File: config.mk
export PLATFORM = sky130hd
export DESIGN_NAME = grid_maze_backtracker_top
export DESIGN_NICKNAME = d
export VERILOG_FILES = /design/src/hdl/gmb_pkg.sv /design/src/hdl/gmb_ctrl.sv /design/src/hdl/gmb_datapath.sv /design/src/hdl/grid_maze_backtracker_top.sv
export SDC_FILE = /design/constraint.sdc
export NUM_CORES = 1
export LEC_CHECK = 0
export BUFFER_PORTS_ARGS = -buffer_cell sky130_fd_sc_hd__buf_2
export CELL_PAD_IN_SITES_DETAIL_PLACEMENT = 0
export CELL_PAD_IN_SITES_GLOBAL_PLACEMENT = 2
export CORE_MARGIN = 2
export CORE_UTILIZATION = 45
export CTS_BUF_LIST = sky130_fd_sc_hd__clkbuf_8
export DETAILED_ROUTE_END_ITERATION = 16
export PLACE_DENSITY = 0.8
export SLEW_MARGIN = 10
export SYNTH_ARGS = -nofsm -noshare
export SYNTH_HDL_FRONTEND = slang
export SYNTH_HIERARCHICAL = 1
export SYNTH_SLANG_ARGS = --single-unit
File: constraint.sdc
create_clock -name i_clk -period 8 [get_ports i_clk]
set_clock_uncertainty 0.05 [all_clocks]
set_input_delay 1.6 -clock i_clk [delete_from_list [all_inputs] [get_ports i_clk]]
set_output_delay 1.6 -clock i_clk [all_outputs]
set_load 0.005 [all_outputs]
File: src/hdl/gmb_pkg.sv
// Shared definitions for the grid maze backtracker: grid size, widths,
// event and direction codes, controller/datapath structs and helper functions.
// No dependencies.
package gmb_pkg;

    localparam int GRID_WIDTH  = 8;
    localparam int GRID_HEIGHT = 8;
    localparam int CELL_COUNT  = GRID_WIDTH * GRID_HEIGHT;

    localparam int X_W     = $clog2(GRID_WIDTH);
    localparam int Y_W     = $clog2(GRID_HEIGHT);
    localparam int CIDX_W  = $clog2(CELL_COUNT);
    localparam int DEPTH_W = $clog2(CELL_COUNT + 1);

    // Port field widths are fixed by the interface.
    localparam int FIELD_W    = 3;
    localparam int CFG_W      = 3;
    localparam int CFG_ADDR_W = 1;
    localparam int RND_W      = 16;

    localparam logic [CFG_ADDR_W-1:0] REG_START_X = 1'd0;
    localparam logic [CFG_ADDR_W-1:0] REG_START_Y = 1'd1;

    localparam logic MODE_START = 1'b0;
    localparam logic MODE_STEP  = 1'b1;

    localparam logic [1:0] EV_START  = 2'd0;
    localparam logic [1:0] EV_CARVE  = 2'd1;
    localparam logic [1:0] EV_BACK   = 2'd2;
    localparam logic [1:0] EV_FINISH = 2'd3;

    localparam logic [1:0] DIR_UP    = 2'd0;
    localparam logic [1:0] DIR_DOWN  = 2'd1;
    localparam logic [1:0] DIR_LEFT  = 2'd2;
    localparam logic [1:0] DIR_RIGHT = 2'd3;

    typedef logic [X_W-1:0]     t_xcoord;
    typedef logic [Y_W-1:0]     t_ycoord;
    typedef logic [CIDX_W-1:0]  t_cidx;
    typedef logic [DEPTH_W-1:0] t_depth;

    typedef struct packed {
        t_ycoord y;
        t_xcoord x;
    } t_cell;

    typedef struct packed {
        logic [1:0]         kind;
        logic [FIELD_W-1:0] from_x;
        logic [FIELD_W-1:0] from_y;
        logic [FIELD_W-1:0] to_x;
        logic [FIELD_W-1:0] to_y;
        logic [1:0]         dir;
    } t_result;

    // Commands from the controller to the datapath.
    typedef struct packed {
        logic idle;
        logic capture;
        logic eval;
        logic commit;
    } t_cmd;

    // Status seen by the controller.
    typedef struct packed {
        logic in_valid;
        logic out_free;
    } t_stat;

    function automatic t_cidx cell_index(input t_xcoord x, input t_ycoord y);
        return t_cidx'(y) * t_cidx'(GRID_WIDTH) + t_cidx'(x);
    endfunction

    // Residue mod 3 of a 16-bit value: four is one mod three, so 2-bit digits add up.
    function automatic logic [1:0] mod3_16(input logic [RND_W-1:0] v);
        logic [4:0] s;
        logic [2:0] t;
        logic [2:0] u;
        s = '0;
        for (int k = 0; k < RND_W / 2; k++) begin
            s = s + 5'(v[2*k +: 2]);
        end
        t = 3'(s[1:0]) + 3'(s[3:2]) + 3'(s[4]);
        u = 3'(t[1:0]) + 3'(t[2]);
        return (u >= 3'd3) ? 2'(u - 3'd3) : u[1:0];
    endfunction

    // Random value reduced by a neighbor count of one to four.
    function automatic logic [1:0] mod_pick(input logic [RND_W-1:0] v, input logic [2:0] n);
        logic [1:0] r;
        case (n)
            3'd2:    r = {1'b0, v[0]};
            3'd3:    r = mod3_16(v);
            3'd4:    r = v[1:0];
            default: r = 2'd0;
        endcase
        return r;
    endfunction

endpackage

File: src/hdl/gmb_ctrl.sv
// Controller state machine of the grid maze backtracker.
// Sequences capture, evaluate and commit of one request; uses gmb_pkg.
module gmb_ctrl
    import gmb_pkg::*;
(
    input  logic  i_clk,
    input  logic  i_rst_n,
    input  t_stat i_stat,
    output t_cmd  o_cmd
);

    localparam logic [1:0] ST_IDLE   = 2'd0;
    localparam logic [1:0] ST_EVAL   = 2'd1;
    localparam logic [1:0] ST_COMMIT = 2'd2;

    logic [1:0] r_state;
    logic [1:0] n_state;

    always_comb begin
        n_state       = r_state;
        o_cmd         = '0;
        unique case (r_state)
            ST_IDLE: begin
                o_cmd.idle    = 1'b1;
                o_cmd.capture = i_stat.in_valid;
                if (i_stat.in_valid) begin
                    n_state = ST_EVAL;
                end
            end
            ST_EVAL: begin
                o_cmd.eval = 1'b1;
                n_state    = ST_COMMIT;
            end
            ST_COMMIT: begin
                // Hold the finished result until the output register is free.
                if (i_stat.out_free) begin
                    o_cmd.commit = 1'b1;
                    n_state      = ST_IDLE;
                end
            end
            default: begin
                n_state = ST_IDLE;
            end
        endcase
    end

    always_ff @(posedge i_clk) begin
        if (!i_rst_n) begin
            r_state <= ST_IDLE;
        end else begin
            r_state <= n_state;
        end
    end

endmodule

File: src/hdl/gmb_datapath.sv
// Datapath of the grid maze backtracker: visited map, cell stack memory,
// stack depth and the neighbor selection logic; uses gmb_pkg.
module gmb_datapath
    import gmb_pkg::*;
(
    input  logic             i_clk,
    input  logic             i_rst_n,
    input  t_cmd             i_cmd,
    input  logic             i_mode,
    input  logic [RND_W-1:0] i_rnd,
    input  logic [CFG_W-1:0] i_start_x,
    input  logic [CFG_W-1:0] i_start_y,
    output t_result          o_res
);

    logic [CELL_COUNT-1:0] r_visited;
    t_depth                r_depth;
    t_cell                 r_stack [CELL_COUNT];
    t_cell                 r_top;
    logic                  r_mode;
    logic [RND_W-1:0]      r_rnd;
    t_result               r_res;
    t_cell                 r_cell;
    t_cidx                 r_cell_idx;

    t_xcoord    w_sx;
    t_ycoord    w_sy;
    t_cidx      w_top_idx;
    logic [3:0] w_avail;
    logic [2:0] w_cnt;
    logic [1:0] w_pick;
    logic [2:0] w_seen;
    logic [1:0] w_sel;
    t_cell      w_next;
    t_cidx      w_next_idx;
    logic [1:0] w_dir;
    t_result    w_res;
    t_cell      w_cell;
    t_cidx      w_cell_idx;
    logic       w_we;
    t_cidx      w_waddr;

    // Entry cell, saturated to the last column or row.
    always_comb begin
        w_sx = (int'(i_start_x) < GRID_WIDTH)  ? t_xcoord'(i_start_x) : t_xcoord'(GRID_WIDTH - 1);
        w_sy = (int'(i_start_y) < GRID_HEIGHT) ? t_ycoord'(i_start_y) : t_ycoord'(GRID_HEIGHT - 1);
    end

    // Unvisited neighbors of the stack top, listed left, right, up, down.
    always_comb begin
        w_top_idx  = cell_index(r_top.x, r_top.y);
        w_avail[0] = (r_top.x != '0) && !r_visited[w_top_idx - t_cidx'(1)];
        w_avail[1] = (r_top.x != t_xcoord'(GRID_WIDTH - 1))
                     && !r_visited[w_top_idx + t_cidx'(1)];
        w_avail[2] = (r_top.y != '0) && !r_visited[w_top_idx - t_cidx'(GRID_WIDTH)];
        w_avail[3] = (r_top.y != t_ycoord'(GRID_HEIGHT - 1))
                     && !r_visited[w_top_idx + t_cidx'(GRID_WIDTH)];
        w_cnt  = 3'($countones(w_avail));
        w_pick = mod_pick(r_rnd, w_cnt);

        w_seen = '0;
        w_sel  = '0;
        for (int k = 0; k < 4; k++) begin
            if (w_avail[k] && (w_seen == {1'b0, w_pick})) begin
                w_sel = 2'(k);
            end
            w_seen = w_seen + 3'(w_avail[k]);
        end

        w_next     = r_top;
        w_next_idx = w_top_idx;
        w_dir      = DIR_LEFT;
        case (w_sel)
            2'd0: begin
                w_next.x   = r_top.x - t_xcoord'(1);
                w_next_idx = w_top_idx - t_cidx'(1);
                w_dir      = DIR_LEFT;
            end
            2'd1: begin
                w_next.x   = r_top.x + t_xcoord'(1);
                w_next_idx = w_top_idx + t_cidx'(1);
                w_dir      = DIR_RIGHT;
            end
            2'd2: begin
                w_next.y   = r_top.y - t_ycoord'(1);
                w_next_idx = w_top_idx - t_cidx'(GRID_WIDTH);
                w_dir      = DIR_UP;
            end
            default: begin
                w_next.y   = r_top.y + t_ycoord'(1);
                w_next_idx = w_top_idx + t_cidx'(GRID_WIDTH);
                w_dir      = DIR_DOWN;
            end
        endcase
    end

    // Result of the captured request and the cell it marks.
    always_comb begin
        w_res      = '0;
        w_cell     = w_next;
        w_cell_idx = w_next_idx;
        if (r_mode == MODE_START) begin
            w_res.kind   = EV_START;
            w_res.from_x = FIELD_W'(w_sx);
            w_res.from_y = FIELD_W'(w_sy);
            w_cell       = '{y: w_sy, x: w_sx};
            w_cell_idx   = cell_index(w_sx, w_sy);
        end else if (r_depth == '0) begin
            w_res.kind = EV_FINISH;
        end else if (w_cnt == '0) begin
            w_res.kind   = EV_BACK;
            w_res.from_x = FIELD_W'(r_top.x);
            w_res.from_y = FIELD_W'(r_top.y);
        end else begin
            w_res.kind   = EV_CARVE;
            w_res.from_x = FIELD_W'(r_top.x);
            w_res.from_y = FIELD_W'(r_top.y);
            w_res.to_x   = FIELD_W'(w_next.x);
            w_res.to_y   = FIELD_W'(w_next.y);
            w_res.dir    = w_dir;
        end
    end

    // Capture the request and evaluate it into the result and the cell to mark.
    always_ff @(posedge i_clk) begin
        if (i_cmd.capture) begin
            r_mode <= i_mode;
            r_rnd  <= i_rnd;
        end
        if (i_cmd.eval) begin
            r_res      <= w_res;
            r_cell     <= w_cell;
            r_cell_idx <= w_cell_idx;
        end
    end

    // Visited map and stack depth change only at commit.
    always_ff @(posedge i_clk) begin
        if (!i_rst_n) begin
            r_visited <= '0;
            r_depth   <= '0;
        end else if (i_cmd.commit) begin
            case (r_res.kind)
                EV_START: begin
                    // A new walk leaves only the entry cell marked.
                    r_visited <= CELL_COUNT'(1) << r_cell_idx;
                    r_depth   <= t_depth'(1);
                end
                EV_CARVE: begin
                    r_visited[r_cell_idx] <= 1'b1;
                    if (r_depth < t_depth'(CELL_COUNT)) begin
                        r_depth <= r_depth + t_depth'(1);
                    end
                end
                EV_BACK: begin
                    r_depth <= r_depth - t_depth'(1);
                end
                default: begin
                    r_depth <= '0;
                end
            endcase
        end
    end

    assign w_we = i_cmd.commit && ((r_res.kind == EV_START)
                  || ((r_res.kind == EV_CARVE) && (r_depth < t_depth'(CELL_COUNT))));
    assign w_waddr = (r_res.kind == EV_START) ? '0 : t_cidx'(r_depth);

    // Cell stack: one write port, one registered read of the top entry.
    always_ff @(posedge i_clk) begin
        if (w_we) begin
            r_stack[w_waddr] <= r_cell;
        end
        if (i_cmd.capture) begin
            r_top <= r_stack[t_cidx'(r_depth - t_depth'(1))];
        end
    end

    assign o_res = r_res;

endmodule

File: src/hdl/grid_maze_backtracker_top.sv
// Top level of the grid maze backtracker: stream ports, configuration
// registers and output register; uses gmb_pkg, gmb_ctrl and gmb_datapath.
//
// Usage: each request on the slave stream is one walk iteration. tuser[0]
// is the mode (0 starts a new maze at the configured entry cell, 1 takes one
// step), tdata carries the 16-bit random value used to pick a neighbor.
// Every request yields exactly one result on the master stream: tuser holds
// the event kind (started, wall carved, backtracked, finished), tdata the
// from cell, the to cell and the opened wall direction.
// The entry cell is set through the write port (index 0 column, 1 row); the user
// must write it only while the block is idle, which the block does not enforce.
// Each request passes through the stack memory read, the neighbor evaluation
// and the commit of the visited map and stack, and a new request is taken only
// after the previous one is committed.
// A new request is accepted while the previous result still waits; if the
// receiver stalls, the block holds the next result in its commit step until
// the output register is free.
// Reset clears the visited map, empties the stack and clears the entry cell
// to column 0, row 0; no clearing pass is needed.
module grid_maze_backtracker_top
    import gmb_pkg::*;
(
    input  logic                  i_clk,
    input  logic                  i_rst_n,
    // Slave stream.
    input  logic                  i_s_axis_tvalid,
    output logic                  o_s_axis_tready,
    input  logic [15:0]           i_s_axis_tdata,   // [15:0] random_value
    input  logic [0:0]            i_s_axis_tuser,   // [0] mode
    // Master stream.
    output logic                  o_m_axis_tvalid,
    input  logic                  i_m_axis_tready,
    // [2:0] from_x, [5:3] from_y, [8:6] to_x, [11:9] to_y, [13:12] direction
    output logic [15:0]           o_m_axis_tdata,
    output logic [1:0]            o_m_axis_tuser,   // [1:0] event_kind
    // Configuration write port.
    input  logic                  i_cfg_we,
    input  logic [CFG_ADDR_W-1:0] i_cfg_addr,
    input  logic [CFG_W-1:0]      i_cfg_wdata
);

    logic [CFG_W-1:0] r_start_x;
    logic [CFG_W-1:0] r_start_y;
    t_result          r_out;
    logic             r_out_valid;

    t_cmd    w_cmd;
    t_stat   w_stat;
    t_result w_res;

    always_ff @(posedge i_clk) begin
        if (!i_rst_n) begin
            r_start_x <= '0;
            r_start_y <= '0;
        end else if (i_cfg_we) begin
            unique case (i_cfg_addr)
                REG_START_X: r_start_x <= i_cfg_wdata;
                REG_START_Y: r_start_y <= i_cfg_wdata;
                default: begin
                end
            endcase
        end
    end

    assign w_stat.in_valid = i_s_axis_tvalid;
    assign w_stat.out_free = !r_out_valid || i_m_axis_tready;

    gmb_ctrl u_ctrl (
        .i_clk   (i_clk),
        .i_rst_n (i_rst_n),
        .i_stat  (w_stat),
        .o_cmd   (w_cmd)
    );

    gmb_datapath u_datapath (
        .i_clk     (i_clk),
        .i_rst_n   (i_rst_n),
        .i_cmd     (w_cmd),
        .i_mode    (i_s_axis_tuser[0]),
        .i_rnd     (i_s_axis_tdata),
        .i_start_x (r_start_x),
        .i_start_y (r_start_y),
        .o_res     (w_res)
    );

    always_ff @(posedge i_clk) begin
        if (!i_rst_n) begin
            r_out_valid <= 1'b0;
        end else if (w_cmd.commit) begin
            r_out_valid <= 1'b1;
        end else if (i_m_axis_tready) begin
            r_out_valid <= 1'b0;
        end
    end

    always_ff @(posedge i_clk) begin
        if (w_cmd.commit) begin
            r_out <= w_res;
        end
    end

    assign o_s_axis_tready = w_cmd.idle;
    assign o_m_axis_tvalid = r_out_valid;
    assign o_m_axis_tuser  = r_out.kind;
    assign o_m_axis_tdata  = {2'b00, r_out.dir, r_out.to_y, r_out.to_x,
                              r_out.from_y, r_out.from_x};

endmodule
== Word level (Yosys, flattened, before mapping) ==
Memories as Yosys holds them, arrays and structs flattened. A register that Yosys moved wholly into a read port is not among the register bits.
Cells that the tools add are included.

* Register bits after elaboration: 141
* Bits in writable memories: 384
* Bits of input ports: 26
* Output and inout bits: 20
* Memories: 1

{| class="wikitable"
|+ Memories
! name !! depth !! bits a word !! read ports !! clocked after memory_dff !! write ports !! RTL line !! source
|-
| u_datapath.r_stack || 64 || 6 || 1 || 1 || 1 || gmb_datapath.sv:18 || <nowiki>t_cell r_stack [CELL_COUNT];</nowiki>
|}

* $add $sub $neg: 28
* $lt $le $gt $ge: 8
* Equal/unequal tests: 17
* Shifts and indexed selects: 1
* Multiplexer cells: 41
* Bitwise operators: 3
* Reduce and logical (&&, ||, !) cells: 33

{| class="wikitable"
|+ Operators by type and width
! cell !! count
|-
| one-hot mux 64 bit (2 select lines) || 1
|-
| bitwise OR 64 bit || 1
|-
| << shifter 1 x 6 -> 64 bit, first input constant || 1
|-
| less-than comparator 6 x 7 -> 1 bit, second input constant || 5
|-
| adder 5 x 2 -> 5 bit || 6
|-
| binary-select mux 1 bit (select 6 bit) || 4
|-
| 2-to-1 mux 6 bit || 4
|-
| one-hot mux 7 bit (3 select lines) || 1
|-
| one-hot mux 2 bit (3 select lines) || 3
|-
| one-hot mux 6 bit (3 select lines) || 1
|-
| 2-to-1 mux 8 bit || 2
|-
| 2-to-1 mux 14 bit || 1
|-
| 2-to-1 mux 2 bit || 7
|-
| 2-to-1 mux 1 bit || 13
|-
| adder 6 x 3 -> 6 bit || 2
|-
| one-hot mux 3 bit (2 select lines) || 2
|-
| logical AND 1 bit || 10
|-
| AND reduction 2 bit || 5
|-
| adder 7 x 1 -> 7 bit, second input constant || 1
|-
| logical NOT 7 bit || 1
|-
| less-than comparator 7 bit, second input constant || 1
|-
| 2-to-1 mux 7 bit || 1
|-
| subtractor 7 x 1 -> 7 bit, second input constant || 1
|-
| adder 1 x 1 -> 2 bit || 3
|-
| other kinds (32) || 54
|}

== Longest topological paths before layout ==
Gate-level depths: netlist (run 1).

* Depth after elaboration: 24
* Depth in mapped cells: 28

== Cells and area by module ==
The synthesis (run 1) kept the hierarchy.

{| class="wikitable"
|+ By module, submodules not included
! module !! instances !! cells each !! area each (µm²) !! seq. area each (µm²)
|-
| gmb_datapath || 1 || 1,386 || 22,856.9 || 14,483.9
|-
| grid_maze_backtracker_top || 1 || 48 || 774.5 || 620.6
|-
| gmb_ctrl || 1 || 10 || 102.6 || 40.0
|}

== Worst setup path before layout (run 1) ==
No wires, ideal clock.

* Kind: register to register
* Start: register u_datapath.r_rnd[7]
* End: register u_datapath/r_cell[2] in the netlist's numbering, data pin
* Setup time: 0.135 ns
* Arrival time: 7.246 ns
* Data required time: 7.815 ns
* Setup slack: 0.569 ns
* Cell stages (with the launch flop): 27
* Buffers on the path: 2
* Path through: edfxtp_1 fa_1 inv_1 fa_1 fa_1 inv_1 fa_1 ha_1 fa_1 inv_1 fa_1 inv_1 fa_1 ha_1 fa_1 o21bai_1 a32oi_1 xnor2_1 or4_4 buf_6 nand2_8 buf_6 nor2_1 fa_1 or4_1 a21o_1 nand3_1

{| class="wikitable"
|+ RTL lines
! what !! RTL line !! source
|-
| start, declared || gmb_datapath.sv:21 || <nowiki>logic [RND_W-1:0] r_rnd;</nowiki>
|-
| start signal, assigned || gmb_datapath.sv:128 || <nowiki>r_rnd <= i_rnd;</nowiki>
|-
| end signal, assigned || gmb_datapath.sv:132 || <nowiki>r_cell <= w_cell;</nowiki>
|-
| end, declared || gmb_datapath.sv:23 || <nowiki>t_cell r_cell;</nowiki>
|}

==> results of run 1 <==
## critical path: stages (launching register included)
cell and delay [ns]:
edfxtp_1 0.39, inv_1 0.08, fa_1 0.50, fa_1 0.51, fa_1 0.55, inv_1 0.05
fa_1 0.45, ha_1 0.24, fa_1 0.43, inv_1 0.09, fa_1 0.18, inv_1 0.05
fa_1 0.37, ha_1 0.36, fa_1 0.50, o21bai_1 0.18, a32oi_2 0.38, xnor2_1 0.16
or4_4 0.58, nand4_4 0.20, nor2_1 0.07, fa_1 0.42, or4_1 0.49, a21o_1 0.17
nand3_1 0.07
## through the flow
step                      hold WS [ns]  area (µm²)  power (W)  util [%]  setup slack, ns
after floorplan                  0.350       23700    0.00534         -            0.569
after global placement           0.351       24700    0.00583      47.2            0.339
after detailed placement         0.355       24700    0.00592      47.2            0.183
after CTS                        0.369       26200    0.00809      50.1            0.150
after global routing             0.374       26300    0.00852      50.2           0.0162
final                            0.372       26300    0.00804      50.2            0.346
## state kept, by name, indices dropped and copies added, names as in the netlist
register	flops
r_start_y	3
u_datapath/r_depth	7
o_m_axis_tvalid	1
u_datapath/r_stack	384
r_start_x	3
u_ctrl/r_state	2
u_datapath/r_cell	6
u_datapath/r_cell_idx	6
u_datapath/r_visited	64
u_datapath/r_mode	1
o_m_axis_tuser	2
u_datapath/r_top	6
u_datapath/o_res	16
u_datapath/r_rnd	16
o_m_axis_tdata	14
## metal layers
layer | part of all wire (%) | routed length (µm)
met1 | 43 | 23100
met4 | 2.9 | 1590
met5 | 0.024 | 13
met3 | 6.3 | 3410
met2 | 48 | 26100
## layout make-up
class,instances,area [µm²]
clock buffer,92,1270
clock inverter,57,289
fill,4370,26100
inverter,40,150
multi-input combinational,778,8060
sequential,531,15100
tap,688,861
timing repair buffer,78,478
## cells in the final DEF, fill, tap and decap left out, types with 39 or more instances in the layout
cell type    n
a22oi_1     70
buf_2       43
clkbuf_8    92
dfxtp_1     79
edfxtp_1   451
inv_1       60
mux2i_1     39
mux4_2     170
nand2_1     46
nor2_1     167
## power groups by stage
stage                     registers [W]  clock network [W]  logic (W)
after floorplan                 0.00348                  0    0.00186
after global placement          0.00341                  0    0.00242
after detailed placement        0.00341                  0    0.00251
after CTS                       0.00336            0.00221    0.00252
after global routing            0.00336            0.00234    0.00282
final                           0.00336            0.00214    0.00254
## worst max path at each step
stage                        start                   end  slack, ns  depth (start not counted)
2_1_floorplan  u_datapath/r_rnd[7]  u_datapath/r_cell[2]       0.57                         26
3_3_place_gp   u_datapath/r_rnd[1]  u_datapath/r_cell[2]       0.34                         24
3_5_place_dp   u_datapath/r_rnd[1]  u_datapath/r_cell[2]       0.18                         24
4_1_cts        u_datapath/r_rnd[1]  u_datapath/r_cell[2]       0.15                         24
5_1_grt        u_datapath/r_rnd[1]  u_datapath/r_cell[2]       0.02                         24
6_report       u_datapath/r_rnd[1]  u_datapath/r_cell[2]       0.35                         24
## cells by family after synthesis
kind of cell    synth area share (%)
xor+xnor                       0.923
simple gates                    7.00
other cells                   0.0158
mux                             18.6
buf+inv                         2.49
compound gates                  4.54
fa+ha+maj                       2.65
flops                           63.8
## repair_timing
item,in CTS,in global routing
setup endpoints to repair,0,2
gates resized for setup,0,2
endpoints found under the hold margin,0,0
setup buffers,0,1
==> flow_summary.ini, run 1 <==
[drt]
via_count = 13300
drcViolationCount = 0
ant_nets = 0
totalWireLength_mm = 54.2
drt_iter0_drc = 1166
wire_per_inst_um = 23.9
vias_per_cell = 5.86
firstDrtPassIters = 6

[synthesis]
synth-edff-count = 451
syn_avg_cell_area_um2 = 16.4
synthTopCellsByCount = edfxtp_1 (451), mux4_2 (170), nor2_1 (167), dfxtp_1 (80), a22oi_1 (70)
synth_most_common_cell = edfxtp_1
netlist.top_cell.by_area = edfxtp_1
ys_types = 81
synth_area_leaders = edfxtp_1 (57%), mux4_2 (16%), dfxtp_1 (6.7%), nor2_1 (2.6%), a22oi_1 (2.2%)
synth_top_flop_cell = edfxtp_1
syn_area_um2 = 23700
synthCells = 1444
yosys_warnings = 6
async_flop_share_pct = 0
seq_area_frac_synth_pct = 63.8
synth_top_area_share_pct = 57.1
synth_seq_cells = 531

[cts]
path_clk_slew_ns = 0.06
postCtsHoldBufs = 0
cts_tree = yes
cts_max_level = 3
clk_latency_ns = 0.69
clockRootBuffer = clkbuf_8
cts.path.max_buffers = 3
numCtsBuffers = 86
cts.sinks = 531

[setup_path]
worstSetupPathType = reg2reg
crit_path_start_kind = flop
worstPathArrival_ns = 8.14
reg2regPathDepth = 24
reg2reg_from = u_datapath/r_rnd[1]
r2r_setup_slack_ns = 0.35
end_kind = flop
cp_max_fo = 8
worst_r2r_endpoint = u_datapath/r_cell[2]
critPathRequiredTime_ns = 8.48

[placed_design]
placed_cells = 2114
port_buffers = 43
place_congestion = 0.860
hpwl_mm = 34.3

[grt]
grt_usage_pct = 20.4
grt_pass1_wl_mm = 82.9
grt_busiest_layer = met2
overflow = 0
antenna_found_initial = 1
grt_max_degree = 72
grt_util_met1_pct = 28.0
grt_pass1_vias = 13400
grt_use_met3_pct = 4.53
met2_usage_pct = 32.3

[die]
die_x_um = 234
die_h_um = 234
core_um2 = 52300
io_pins = 46
initial_core_util_pct = 45.3
die-area_um2 = 54600
rows = 84

[worst_hold_path]
min_to = o_m_axis_tdata[5]
hold_start = u_datapath/o_res[10]
whs_path_depth = 0
hp-class = reg2reg

[timing]
finalHoldViolations = 0
fmax_ghz = 0.131
finalMaxSlewViolations = 0
min_period_ns = 7.65
setup_tns_ns = 0
worstMarginPinSlew_ns = 1.15
rsz0062_at_grt = false
finalSetupViolCount = 0
slew_headroom_pct = 23.2
min_period_over_period_pct = 95.7

[flow_run]
maxCapViolCount = 0

[power_and_ir_drop]
powerDensity_nw_per_um2 = 306
clkPwrFrac_pct = 26.6
p_sw_w = 0.00268
power_leakage_nw = 8.58
p_sw_share_pct = 33.3
ir_drop_mv = 0.258
p_int_w = 0.00536
p_comb_share_pct = 31.6
seqPwrFrac_pct = 41.7

[finish]
final_layout_size_suffix_gt1_share_pct = 25.4
nets = 1581
antenna_cells = 0
area_growth_pct = 10.6
stdcell_count = 2264

[status]
status = finished, final reports clean
Power figures use the tool's default switching activity.
==> run 2: changes to the inputs <==
--- a/config.mk
+++ b/config.mk
@@ -8,7 +8,7 @@
 export BUFFER_PORTS_ARGS = -buffer_cell sky130_fd_sc_hd__buf_2
 export CELL_PAD_IN_SITES_DETAIL_PLACEMENT = 0
 export CELL_PAD_IN_SITES_GLOBAL_PLACEMENT = 2
-export CORE_MARGIN = 2
+export CORE_MARGIN = 5
 export CORE_UTILIZATION = 45
 export CTS_BUF_LIST = sky130_fd_sc_hd__clkbuf_8
 export DETAILED_ROUTE_END_ITERATION = 16
==> run 2 against run 1 <==
  * Maximum frequency is 0.33% lower
  * Clock power is 4% higher
  * Critical path type unchanged
  * Utilization is 0.055 points higher
  * Non-clock buffer count is 1 higher
  * Wire length hardly changed
  * Global-route usage is 1.6 points lower
  * Largest cell class unchanged
  * Setup slack worse by 0.025 ns
  * Critical endpoint unchanged
  * Clock-buffer cell count is 1 higher
  * Die area is 5.2% higher
  * Largest power group unchanged
  * Combinational power is 2% lower
  * Highest routed layer is now met4
  * Register-to-register slack worse by 0.03 ns
==> flow_summary.ini, run 2 (synthesized netlist as in run 1, its figures left out) <==
[die]
io_pins = 46
rows = 84
initial_core_util_pct = 45.3
die_h_um = 240
die_x_um = 240
core_um2 = 52400
die-area_um2 = 57400

[cts]
postCtsHoldBufs = 0
cts.sinks = 531
clockRootBuffer = clkbuf_8
cts_setup_buffers = 0
clk_latency_ns = 0.66
path_clk_slew_ns = 0.06
cts.path.max_buffers = 3
numCtsBuffers = 87
cts_tree = yes
cts_max_level = 3

[placed_design]
placed_cells = 2116
port_buffers = 43
hpwl_mm = 34.8
place_congestion = 0.835

[grt]
grt_util_met1_pct = 26.1
grt_use_met3_pct = 4.21
grt_max_degree = 72
grt_pass1_vias = 13200
met2_usage_pct = 30.5
antenna_found_initial = 0
grt_busiest_layer = met2
overflow = 0
grt_pass1_wl_mm = 82.3
grt_usage_pct = 18.9

[setup_path]
crit_path_start_kind = flop
critPathRequiredTime_ns = 8.46
cp_max_fo = 19
worstPathArrival_ns = 8.14
worstSetupPathType = reg2reg
end_kind = flop

[finish]
top_regs = u_datapath/r_stack (384), u_datapath/r_visited (64)
stdcell_count = 2268
regArea_um2 = 15100
area_growth_pct = 11.0
fill_cells = 4360
antenna_cells = 0
final_common_cell = edfxtp_1
largest_reg_flops = 384
layout_common_cells = edfxtp_1 (451), mux4_2 (170), nor2_1 (167)
largest_register = u_datapath/r_stack
multi_input_area_um2 = 8060
nets = 1583
final_layout_size_suffix_gt1_share_pct = 25.4

[drt]
drcViolationCount = 0
wire_per_inst_um = 23.9
ant_nets = 0
drt_iter0_drc = 1068
firstDrtPassIters = 5
vias_per_cell = 5.79
via_count = 13100
totalWireLength_mm = 54.2

[timing]
min_period_over_period_pct = 96.0
worstMarginPinSlew_ns = 1.15
finalMaxSlewViolations = 0
finalSetupViolCount = 0
min_period_ns = 7.68
finalHoldViolations = 0
slew_headroom_pct = 22.7
setup_tns_ns = 0
fmax_ghz = 0.130

[worst_hold_path]
hp-class = reg2reg

[flow_run]
maxCapViolCount = 0

[power_and_ir_drop]
ir_drop_mv = 0.353
total_power_w = 0.00807
powerDensity_nw_per_um2 = 306
power_leakage_nw = 8.64

[status]
status = finished, final reports clean
==> run 2: repair_timing <==
action,in CTS,in global routing
gates resized for setup,0,1
hold endpoints to repair,0,0
endpoints found under the setup margin,0,1
==> run 2: final cells by class <==
cell class	count	area share, %
sequential	531	57.5
multi-input combinational	778	30.6
clock buffer	93	4.86
tap	688	3.27
timing repair buffer	79	1.84
clock inverter	59	1.33
inverter	40	0.570
==> run 2: path summary, 6_finish.rpt <==
kind / startpoint / end / slack (ns) / depth (start not counted)
worst max-delay path: u_datapath/r_rnd[1] / u_datapath/r_cell[2] / 0.32 / 25
worst min-delay path: u_datapath/o_res[0] / o_m_axis_tdata[12] / 0.37 / 0
worst min register to register: u_datapath/o_res[0] / o_m_axis_tdata[12] / 0.37 / 0
worst max register to register: u_datapath/r_rnd[1] / u_datapath/r_cell[2] / 0.32 / 25
==> run 2: stage by stage <==
step / hold WS, ns / setup WS (ns) / instance area (µm²) / utilization, %
floorplan: 0.350 / 0.569 / 23700 / -
global placement: 0.353 / 0.362 / 24700 / 47.1
detailed placement: 0.355 / 0.257 / 24700 / 47.1
CTS: 0.369 / 0.248 / 26300 / 50.2
global route: 0.374 / -0.00335 / 26300 / 50.2
finish: 0.367 / 0.321 / 26300 / 50.2
==> run 2: where the power goes <==
part | leakage, nW | switching [W] | total [W] | internal (W)
Clock | 0.928 | 0.00105 | 0.00223 | 0.00117
Sequential | 4.73 | 0.0000585 | 0.00336 | 0.00330
Combinational | 2.98 | 0.00152 | 0.00248 | 0.000966
Total | 8.64 | 0.00263 | 0.00807 | 0.00544
==> run 2: critical path, stage by stage, from the launching register on <==
cell and delay (ns):
edfxtp_1 0.38, inv_1 0.07, fa_1 0.51, fa_1 0.52
fa_1 0.54, inv_1 0.05, fa_1 0.46, ha_1 0.24
fa_1 0.42, inv_1 0.09, fa_1 0.17, inv_1 0.05
fa_1 0.36, ha_1 0.35, fa_1 0.48, nor2b_1 0.13
a21oi_1 0.07, o21ai_0 0.45, xnor2_1 0.23, nand4b_1 0.37
nand2_8 0.28, nor2_1 0.08, fa_1 0.42, or4_1 0.48
a21o_1 0.17, nand3_1 0.10
==> run 2: per-layer routing <==
metal | up-vias | part of all wire (%)
met1 | 6789 | 42
met5 | - | 0
met2 | 401 | 49
met4 | 0 | 2.6
li1 | 5845 | -
met3 | 95 | 6.2
